`src/sv/offc_pkg.sv`:
```
// Shared types and constants of the optical flow frame compensator.
// Used by offc_ctrl, offc_dp and optical_flow_frame_compensator_top; no dependencies.
package offc_pkg;

    // Input action codes.
    localparam logic ACT_BYTE   = 1'b0;
    localparam logic ACT_UPDATE = 1'b1;

    // Configuration register indexes.
    localparam logic REG_SCALE = 1'b0;
    localparam logic REG_RATE  = 1'b1;

    localparam logic [15:0] SCALE_RESET = 16'd8214;
    localparam logic [15:0] RATE_RESET  = 16'd669;

    // Frame format.
    localparam int WIN_LEN = 9;
    localparam logic [7:0] HDR_BYTE = 8'hFE;
    localparam logic [7:0] LEN_BYTE = 8'h04;
    localparam logic [7:0] FTR_BYTE = 8'hAA;

    // Byte counter.
    localparam logic [6:0] CNT_MAX     = 7'd127;
    localparam logic [6:0] CNT_FRAME   = 7'd9;
    localparam logic [6:0] FLUSH_LIMIT = 7'd100;

    // Compensation arithmetic: comp = floor(floor((8*A - 125*R) / 2^14) / 125).
    // The dividend is biased by 125 * 2^31 so the divider only sees positive values.
    // The 39-bit dividend is divided as a 19-bit upper digit and a 27-bit lower
    // digit (upper remainder and the low 20 bits), each by reciprocal
    // multiplication: floor(x / 125) = (x * DIV_RECIP) >> DIV_RSH for x < 2^27.
    localparam int          DIV_W     = 39;
    localparam logic [6:0]  DIV_CONST = 7'd125;
    localparam logic [DIV_W-1:0] DIV_BIAS = 39'd268435456000;
    localparam int          DIV_SPLIT = 20;
    localparam int          DIV_RSH   = 34;
    localparam logic [27:0] DIV_RECIP = 28'd137438954;

    // Commands from the controller to the datapath.
    typedef struct packed {
        logic in_acc;    // an input item is transferred this cycle
        logic mul1;      // first products
        logic mul2;      // second products
        logic sub;       // combine altitude and rate terms
        logic ofs;       // shift, bias and load the dividers
        logic div_hi;    // quotient of the upper digit
        logic div_rem;   // remainder of the upper digit
        logic div_lo;    // quotient of the lower digit
        logic finish;    // remove bias, saturate, store compensated motion
        logic out_load;  // load the result register
    } t_dp_cmd;

    // Status from the datapath to the controller.
    typedef struct packed {
        logic frame_latched;
        logic out_free;
    } t_dp_sts;

endpackage

```
`src/sv/offc_ctrl.sv`:
```
// Controller state machine of the optical flow frame compensator.
// Depends on offc_pkg for the command and status structs.
module offc_ctrl (
    input  logic              i_clk,
    input  logic              i_rst_n,
    input  logic              i_in_valid,
    input  logic              i_action,
    input  offc_pkg::t_dp_sts i_sts,
    output logic              o_in_stall,
    output offc_pkg::t_dp_cmd o_cmd
);

    typedef enum logic [3:0] {
        S_IDLE, S_MUL1, S_MUL2, S_SUB, S_OFS, S_DIVH, S_DIVR, S_DIVL, S_FIN, S_OUT
    } t_state;

    t_state      r_state, n_state;

    always_comb begin
        n_state = r_state;
        o_cmd   = '0;
        case (r_state)
            S_IDLE: begin
                if (i_in_valid) begin
                    o_cmd.in_acc = 1'b1;
                    if (i_action == offc_pkg::ACT_UPDATE) begin
                        n_state = i_sts.frame_latched ? S_MUL1 : S_OUT;
                    end
                end
            end
            S_MUL1: begin
                o_cmd.mul1 = 1'b1;
                n_state    = S_MUL2;
            end
            S_MUL2: begin
                o_cmd.mul2 = 1'b1;
                n_state    = S_SUB;
            end
            S_SUB: begin
                o_cmd.sub = 1'b1;
                n_state   = S_OFS;
            end
            S_OFS: begin
                o_cmd.ofs = 1'b1;
                n_state   = S_DIVH;
            end
            S_DIVH: begin
                o_cmd.div_hi = 1'b1;
                n_state      = S_DIVR;
            end
            S_DIVR: begin
                o_cmd.div_rem = 1'b1;
                n_state       = S_DIVL;
            end
            S_DIVL: begin
                o_cmd.div_lo = 1'b1;
                n_state      = S_FIN;
            end
            S_FIN: begin
                o_cmd.finish = 1'b1;
                n_state      = S_OUT;
            end
            S_OUT: begin
                if (i_sts.out_free) begin
                    o_cmd.out_load = 1'b1;
                    n_state        = S_IDLE;
                end
            end
            default: begin
                n_state = S_IDLE;
            end
        endcase
    end

    assign o_in_stall = (r_state != S_IDLE);

    always_ff @(posedge i_clk) begin
        if (!i_rst_n) begin
            r_state <= S_IDLE;
        end else begin
            r_state <= n_state;
        end
    end

endmodule

```
`config.mk`:
```
export PLATFORM = sky130hd
export DESIGN_NAME = offc_ctrl
export DESIGN_NICKNAME = d
export VERILOG_FILES = /design/src/sv/offc_pkg.sv /design/src/sv/offc_ctrl.sv
export SDC_FILE = /design/constraint.sdc
export NUM_CORES = 1
export LEC_CHECK = 0
export BUFFER_PORTS_ARGS = -buffer_cell sky130_fd_sc_hd__buf_2
export CAP_MARGIN = 20
export CORE_AREA = 8 8 45 47
export CTS_CLUSTER_DIAMETER = 150
export CTS_CLUSTER_SIZE = 10
export DETAILED_ROUTE_END_ITERATION = 8
export DIE_AREA = 0 0 53 55
export PLACE_DENSITY = 0.52
export REMOVE_ABC_BUFFERS = 1
export SLEW_MARGIN = 40
export SYNTH_ARGS = -nofsm -noshare
export SYNTH_HDL_FRONTEND = slang
export SYNTH_SLANG_ARGS = --single-unit
```
`constraint.sdc`:
```
create_clock -name i_clk -period 3.2 [get_ports i_clk]
set_input_delay 0.48 -clock i_clk [delete_from_list [all_inputs] [get_ports i_clk]]
set_output_delay 0.48 -clock i_clk [all_outputs]
set_load 0.01 [all_outputs]
```
# Yosys cells after proc, flatten, opt, wreduce, memory -nomap -nowiden
# Index checks and enable logic that the tools add are counted.
# totals
regBits	4
in_bits	6
elab_cells	33
# classes
n_eq_ne	12
mux	17
reduce_logical	3
# ops
cell	n
4-bit case mux with 10 select lines	1
4-bit by 3-bit equality test with 1-bit output (second input constant)	4
4-bit 2-to-1 mux	4
1-bit 2-to-1 mux	12
4-bit by 2-bit equality test with 1-bit output (second input constant)	2
4-bit equality test (second input constant)	2
2-bit inequality test (second input constant)	3
4-bit by 1-bit equality test with 1-bit output (second input constant)	1
4-bit logical NOT	1
4-bit nonzero test	1
3-bit AND reduction	1

# Depth between registers and ports, before layout
# Gate-level depths: netlist (run 1).
# depth
depth_word	4
ltp_mapped	5
depth_no_buf	4

# Worst setup path after synthesis (run 1)
# Ideal clock, no wire load.
# synth_path
path_type	reg2out
from	register r_state[1]
to	output port o_cmd[7] (netlist name)
slack_ps	1792
arrival_time_ps	928
path_stages_with_launch	4
t_required_ps	2720
path_buffers	1
cell_sequence	dfxtp_1 > buf_6 > or2b_1 > nor3_1
# synth_rtl
item	line	rtl
from (decl)	offc_ctrl.sv:17	t_state r_state, n_state;
from (signal assigned)	offc_ctrl.sv:81	r_state <= n_state;
to (decl)	offc_ctrl.sv:10	output offc_pkg::t_dp_cmd o_cmd

==> results of run 1 <==
-- routing by layer --
metal / vias to the layer above / track usage (%) / wire (microns)
met5: - / 0 / 0
met4: 0 / 6.47 / 0
met3: 0 / 2.94 / 70
met2: 5 / 9.77 / 414
met1: 154 / 4.70 / 316
li1: 174 / - / -
-- critical path: stages (launching register included) --
cell	delay, ns
dfxtp_1	0.59
nand2b_1	0.18
nor2_1	0.16
buf_2	0.15
-- worst max path at each step --
stage	to	slack [ns]	cells past startpoint
6_report	o_cmd[2]	1.40	3
5_1_grt	o_cmd[0]	1.33	3
4_1_cts	o_cmd[2]	1.39	3
3_5_place_dp	o_cmd[2]	1.65	3
3_3_place_gp	o_cmd[7]	1.65	3
2_1_floorplan	o_cmd[7]	1.73	2
-- layout by cell type, fill, tap and decap left out, types with 2 or more instances in the layout --
cell,n
a21boi_1,2
nand2_1,5
a21oi_1,2
clkbuf_4,3
nor2_1,7
nor3_1,4
buf_2,16
nand2b_1,2
dfxtp_1,4
-- per-stage QoR --
stage / std cells / instance area, sq um / hold slack, ns
after global routing: 73 / 402 / 0.538
final: 73 / 402 / 0.536
after detailed placement: 70 / 379 / 0.606
after CTS: 73 / 402 / 0.527
after global placement: 70 / 379 / 0.603
after floorplan: 38 / 279 / 0.550
-- power groups by stage --
stage                     clock [mW]  sequential (mW)  combinational [mW]
after global placement             0           0.0865               0.107
after floorplan                    0           0.0813              0.0733
after CTS                     0.0649           0.0863               0.107
after global routing          0.0669           0.0887               0.120
final                         0.0598           0.0865               0.104
after detailed placement           0           0.0873               0.106
-- final cells by class --
| class | count | area [sq um] | area share, % |
|---|---|---|---|
| flip-flops and latches | 4 | 80.1 | 19.9 |
| well taps | 16 | 20.0 | 4.98 |
| multi-input cells | 33 | 195 | 48.6 |
| repair buffers | 16 | 80.1 | 19.9 |
| clock buffers | 3 | 22.5 | 5.61 |
| inverters | 1 | 3.75 | 0.935 |
-- logic make-up after synthesis --
group | synth area share (%)
AO/OA/AOI/OAI | 14.7
XOR/XNOR | 5.58
buffers and inverters | 12.3
flip-flops | 25.5
AND/OR/NAND/NOR | 41.8
==> metrics.yaml, run 1 <==
gp_congestion: 0.722
netlist_top_cells_area: "dfxtp_1 (25%), nor2_1 (8.4%), buf_6 (7.2%)"
fillers: 161
numPortBuffers: 16
ys_ff_latch: 4
vias: 333
syn_avg_cell_area_sq_um: 7.48
hold_viol: 0
die_area_sq_um: 2920
p_int_mw: 0.151
worstHoldPathType: "in2reg"
clockRootBuffer: "clkbuf_4"
synth_area_leader_cell: "dfxtp_1"
clk_path_buf_depth: 2
fin_crit_ns: 1.80
crit_start: "r_state[0]"
required_ns: 2.72
ys_warn_count: 0
layout-drive-gt1-share_pct: 35.1
rows: 14
tns_ns: 0
yosysMostFrequentCell: "nor2_1"
p_sw_share_pct: 39.5
syn2layout_area_growth_pct: 27.9
globalRouteTotalUtil_pct: 5.84
numCtsBuffers: 3
drt_iter0_drc: 2
r2r_slack_ns: 1.92
synthCells: 42
worst_pin_slew_ns: 0.458
cts.clk_slew.worst_paths_ns: 0.03
htree_num_levels: 1
p_switching_mw: 0.0989
status: "finished clean"
hold_depth: 3
r2r_cells: 4
ys_async_sr_fraction_pct: 0
min_to: "r_state[1]"
grt_max_degree: 13
setup_ws_ns: 1.40
clk_latency_ns: 0.23
fmax_mhz: 555
grt-ovfl-total: 0
start_util_pct: 22.7
totalWireLength_microns: 801
cts_setup_buffers: 0
min_from: "i_rst_n"
fin_total_pwr_mw: 0.250
cts_tree: "built"
reg_top3: "r_state (4)"
drv_slew: 0
power_frac_clock_pct: 23.9
finalNetCount: 65
ioPinCount: 17
synth_edf_count: 0
core_area_sq_um: 1380
critPathMaxFanout: 12
grt_pass1_vias: 345
finalSetupViolations: 0
power_frac_seq_pct: 34.6
rr_endpoint: "r_state[3]"
synthDistinctLibCells: 22
p_leak_nw: 0.194
regMostFlops: "r_state"
fp.dieH_microns: 55
ys_seq_area_share_pct: 25.5
avgViaCountPerCell: 4.56
maxSlewHeadroom_pct: 69.4
ir_drop_v: 0.000166
endpoint_kind: "output pin"
final_antenna_net_count: 0
yosys-top-cells-count: "nor2_1 (7), nand2_1 (5), dfxtp_1 (4), nor3_1 (4)"
die_w_microns: 53
critPathArrivalTime_ns: 1.32
antenna_found_initial: 0
ctsResizeCount: 0
syn_area_sq_um: 314
pwr-share-comb_pct: 41.5
dp_slack_ns: 1.65
routedWlPerCell_microns: 11.0
crit_path_start_kind: "flip-flop"
clkSinkCount: 4
synth.top_cell.area_share_pct: 25.5
cts_hold_buf: 0
rsz0062_at_grt: "no"
drcViolationCount: 0
dr.pass1.iters: 2
dp_hpwl_microns: 639
finalClockSkew_ns: 0.000155
worstSetupPathType: "reg2out"
synth-main-ff-cell: "dfxtp_1"
grt_pass1_wl_mm: 1.24
power_density_nw_per_um2: 623
maxCapViolations: 0
largest_reg_flops: 4
layout_worst_path_cycle_share_pct: 56.3
n_antenna_cell: 0
r2r-start: "r_state[0]"
post-route-util_pct: 29.0
Note: power is estimated with default switching activity, not from simulation.
==> inputs of run 2 (changes only) <==
PLACE_DENSITY = 0.53   (was 0.52)
clock period = 1.6 ns   (was 3.2 ns; I/O delays follow)
==> run 2 against run 1 <==
Against the previous run: hold slack worse by 0.24 ns; sequential power grew 100%; cell area is 0.93% higher; register-to-register slack got worse by 1.5 ns; non-clock buffer count is the same; die area unchanged; critical path type unchanged; largest cell class unchanged; largest power group unchanged.
==> metrics.yaml, run 2 (synthesis gave the netlist of run 1 again) <==
p_leak_nw: 0.195  # +0.59%
htree_num_levels: 1  # unchanged
worst_pin_slew_ns: 0.341  # -0.117 ns
r2r_cells: 4  # unchanged
power_frac_clock_pct: 23.7  # -0.2 points
numCtsBuffers: 3  # unchanged
critPathMaxFanout: 9  # -3
clk_path_buf_depth: 2  # unchanged
final_common_cell: "buf_2"
core_area_sq_um: 1380  # unchanged
tns_ns: 0  # unchanged
rows: 14  # unchanged
grt_pass1_wl_mm: 1.32  # +6.0%
fin_crit_ns: 1.52
finalSetupViolations: 0  # unchanged
status: "finished clean"
fmax_mhz: 657
critPathMaxStageDelay_ns: 0.51  # -0.08 ns
clkSinkCount: 4  # unchanged
endpoint_kind: "output pin"
crit_chain: "or2b_1, nor3_1, buf_2"
required_ns: 1.36  # -1.36 ns
stdcell_count: 73  # unchanged
totalWireLength_microns: 797  # -0.50%
fillers: 162  # +0.62%
maxCapViolations: 0  # unchanged
layout-drive-gt1-share_pct: 38.6  # +3.5 points
pwr-share-comb_pct: 41.6  # about the same
clk_latency_ns: 0.23  # about the same
dp_cells: 70  # unchanged
cts.clk_slew.worst_paths_ns: 0.04  # about the same
fp.dieH_microns: 55  # unchanged
ir_drop_v: 0.000393  # +140%
slowest_stage: "dfxtp_1"
grt_max_degree: 13  # unchanged
worstHoldPathType: "in2reg"
final_antenna_net_count: 0  # unchanged
vias: 329  # -1.2%
hold_depth: 2  # -1
hold_viol: 0  # unchanged
dr.pass1.iters: 1  # -1
regMostFlops: "r_state"
layout_worst_path_cycle_share_pct: 95.2
rsz0062_at_grt: "no"
largest_reg_flops: 4  # unchanged
post-route-util_pct: 29.3  # +0.27 points
reg_top3: "r_state (4)"
maxSlewHeadroom_pct: 77.2  # +7.8 points
drv_slew: 0  # unchanged
finalNetCount: 65  # unchanged
cts_tree: "built"
drt_iter0_drc: 0  # -2
crit_path_start_kind: "flip-flop"
grt-ovfl-total: 0  # unchanged
gp_congestion: 0.669  # -7.4%
avgViaCountPerCell: 4.51  # -1.2%
syn2layout_area_growth_pct: 29.1
drcViolationCount: 0  # unchanged
die_area_sq_um: 2920  # unchanged
power_frac_seq_pct: 34.6  # about the same
numPortBuffers: 16  # unchanged
antenna_found_initial: 0  # unchanged
power_density_nw_per_um2: 1240  # +99%
clockRootBuffer: "clkbuf_4"
worstSetupPathType: "reg2out"
globalRouteTotalUtil_pct: 6.01  # +0.17 points
p_int_mw: 0.306  # +100%
layout_common_cells: "buf_2 (16), nor2_1 (6), nand2_1 (5)"
grt_pass1_vias: 330  # -4.3%
dp_hpwl_microns: 656  # +2.6%
ioPinCount: 17  # unchanged
die_w_microns: 53  # unchanged
routedWlPerCell_microns: 10.9  # -0.50%
n_antenna_cell: 0  # unchanged
p_sw_share_pct: 39.3  # -0.25 points
critPathArrivalTime_ns: 1.28  # -0.04 ns
p_switching_mw: 0.198  # +100%
finalClockSkew_ns: 0.00102  # +0.000861 ns
start_util_pct: 22.7  # unchanged
[run 2: layout make-up]
type	count	area, sq um	area share [%]
Timing Repair Buffer	16	80.1	19.8
Tap cell	16	20.0	4.94
Multi-Input combinational cell	33	198	48.8
Sequential cell	4	81.3	20.1
Inverter	1	3.75	0.926
Clock buffer	3	22.5	5.56
[run 2: timing repair]
item | in CTS | in global routing
endpoints found under the setup margin | 0 | 6
resized for setup | 0 | 2
endpoints found under the hold margin | 0 | 0
buffers inserted | 0 | 0
hold buffers | 0 | 0
[run 2: through the flow]
step	worst slack (ns)	total power [mW]	cell area (sq um)	hold WS, ns
6_report	0.0768	0.504	405	0.298
5_1_grt	0.00172	0.553	405	0.302
4_1_cts	0.00972	0.513	402	0.290
3_5_place_dp	0.267	0.386	379	0.537
3_3_place_gp	0.256	0.385	379	0.532
2_1_floorplan	0.367	0.309	279	0.389
[run 2: final timing paths]
| check | startpoint | end | slack (ns) |
|---|---|---|---|
| worst max-delay path | r_state[1] | o_cmd[7] | 0.08 |
| worst min-delay path | i_rst_n | r_state[3] | 0.30 |
| worst max register to register | r_state[1] | r_state[3] | 0.45 |
| worst min register to register | r_state[0] | r_state[3] | 0.61 |
[run 2: metal layers]
| metal | part of all wire, % | vias to the layer above | wire length [microns] | global-route usage [%] |
|---|---|---|---|---|
| met5 | 0 | - | 0 | 0 |
| met4 | 0 | 0 | 0 | 3.88 |
| met3 | 5.5 | 0 | 44 | 2.14 |
| met2 | 54 | 4 | 434 | 10.2 |
| met1 | 40 | 148 | 318 | 6.24 |
| li1 | - | 177 | - | - |
[run 2: worst max-delay path, delay by kind of cell, from the launching register on]
kind	cells	cell delay, ns
and+or+nand+nor	2	0.40
DFF	1	0.51
buffers and inverters	1	0.15
[run 2: power groups by stage]
stage                     Combinational [mW]  Clock [mW]  Sequential, mW
after floorplan                        0.147           0           0.163
after global placement                 0.212           0           0.174
after detailed placement               0.212           0           0.174
after CTS                              0.213       0.128           0.172
after global routing                   0.243       0.130           0.180
final                                  0.210       0.119           0.175
==> inputs of run 3 (changes only) <==
REMOVE_ABC_BUFFERS = not set   (was 1)
==> run 3 against run 2 <==
Against the previous run: sequential share of layout area is 0.36 points lower; sequential cell count stayed put; routed wire length is 4.4% higher; setup slack better by 0.039 ns; core utilization is 0.54 points higher; cell area is 1.9% higher; die area stayed put; critical path type unchanged.
==> metrics.yaml, run 3 (synthesis gave the netlist of run 1 again) <==
status: "finished clean"
rr_endpoint: "r_state[3]"
reg_top3: "r_state (4)"
core_area_sq_um: 1380  # unchanged
finalSetupViolations: 0  # unchanged
dr.pass1.iters: 2  # +1
antenna_found_initial: 0  # unchanged
numPortBuffers: 16  # unchanged
critPathMaxStageDelay_ns: 0.49  # -0.02 ns
globalRouteTotalUtil_pct: 6.94  # +0.93 points
r2r-start: "r_state[0]"
multiInputGateArea_sq_um: 198  # unchanged
clockRootBuffer: "clkbuf_4"
r2r_slack_ns: 0.38  # -0.07 ns
endpoint_kind: "output pin"
regMostFlops: "r_state"
finalClockSkew_ns: 0.000961  # -0.0000553 ns
required_ns: 1.36  # about the same
cts.clk_slew.worst_paths_ns: 0.04  # about the same
hold_depth: 3  # +1
hold_viol: 0  # unchanged
largest_reg_flops: 4  # unchanged
timing.hold.ws_ns: 0.286  # -0.0126 ns
drcViolationCount: 0  # unchanged
ioPinCount: 17  # unchanged
maxCapViolations: 0  # unchanged
htree_num_levels: 1  # unchanged
power_density_nw_per_um2: 1260  # +1.4%
fp.dieH_microns: 55  # unchanged
crit_chain: "inv_1, nor4_1, buf_2"
totalWireLength_microns: 832  # +4.4%
tns_ns: 0  # unchanged
clkSinkCount: 4  # unchanged
n_antenna_cell: 0  # unchanged
layout_worst_path_cycle_share_pct: 92.8  # -2.4 points
rsz0062_at_grt: "no"
fin_crit_ns: 1.48  # -0.0386 ns
cts_hold_buf: 0  # unchanged
min_to: "r_state[1]"
routedWlPerCell_microns: 11.2  # +3.0%
critPathMaxFanout: 9  # unchanged
numCtsBuffers: 3  # unchanged
rows: 14  # unchanged
die_w_microns: 53  # unchanged
vias: 336  # +2.1%
clk_latency_ns: 0.23  # about the same
gp_congestion: 0.698  # +4.3%
grt_pass1_wl_mm: 1.46  # +10%
avgViaCountPerCell: 4.54  # +0.75%
grt_pass1_vias: 355  # +7.6%
grt_max_degree: 10  # -3
drv_slew: 0  # unchanged
finalNetCount: 66  # +1.5%
dp_hpwl_microns: 660  # +0.67%
grt-ovfl-total: 0  # unchanged
crit_path_start_kind: "flip-flop"
final_antenna_net_count: 0  # unchanged
min_from: "i_rst_n"
p_leak_nw: 0.200  # +2.7%
syn2layout_area_growth_pct: 31.5
layout-drive-gt1-share_pct: 39.7  # +1.1 points
drt_iter0_drc: 1  # +1
worst_pin_slew_ns: 0.359  # +0.0177 ns
ir_drop_v: 0.000371  # -5.5%
die_area_sq_um: 2920  # unchanged
fmax_mhz: 674  # +2.6%
syn-num-nets: 48
seqCellArea_sq_um: 81.3  # unchanged
critPathArrivalTime_ns: 1.24  # -0.04 ns
layout_common_cells: "buf_2 (16), nor2_1 (6), nand2_1 (5)"
slowest_stage: "dfxtp_1"
start_util_pct: 22.7  # unchanged
fillers: 157  # -3.1%
crit_buf_inv: 2  # +1
r2r_cells: 5  # +1
path_delay_family: "flip-flops"
clk_path_buf_depth: 2  # unchanged
worstHoldPathType: "in2reg"
worstSetupPathType: "reg2out"
final_common_cell: "buf_2"
cts_tree: "built"
maxSlewHeadroom_pct: 76.0  # -1.2 points
cp_num_cells: 3  # unchanged
## run 3: repair_timing
action                                  4_1_cts  5_1_grt
endpoints found under the hold margin         0        0
resized for setup                             0        2
endpoints found under the setup margin        0        3
setup buffers                                 0        0
## run 3: power by group
group	internal, mW	total [mW]	switching, mW
Clock	0.0837	0.122	0.0387
Combinational	0.109	0.232	0.124
Sequential	0.121	0.165	0.0443
Total	0.314	0.520	0.207
## run 3: how the worst max path moves through the flow
stage,start,end,slack [ns]
4_1_cts,r_state[1],o_cmd[7],0.05
3_5_place_dp,r_state[1],o_cmd[7],0.32
3_3_place_gp,r_state[3],o_cmd[1],0.29
5_1_grt,r_state[3],o_cmd[1],0.007
2_1_floorplan,r_state[1],o_cmd[7],0.43
6_report,r_state[3],o_cmd[1],0.12
## run 3: area by class of cell
class,count,area share (%)
multi-input cells,33,47.9
flip-flops and latches,4,19.7
repair buffers,17,21.2
inverters,1,0.909
well taps,16,4.85
clock buffers,3,5.45
## run 3: layer usage
metal  GRT usage [%]  vias up  share of wire, %
met4            7.76        0                 0
met2            10.4       11                46
met1            6.85      147                45
li1                -      178                 -
met3            2.94        0               8.4
met5               0        -                 0
## run 3: worst min-delay path, delay by kind of cell
kind / cells / cell delay (ns)
simple gates: 2 / 0.13
buf+inv: 1 / 0.11
## run 3: per-stage QoR
step	cells	cell area [sq um]	utilization (%)	worst slack [ns]	total power [mW]
finish	74	413	29.8	0.115	0.520
global placement	71	387	27.9	0.294	0.398
floorplan	42	314	-	0.432	0.342
CTS	74	409	29.6	0.0518	0.528
global route	74	413	29.8	0.00665	0.568
detailed placement	71	387	27.9	0.315	0.397
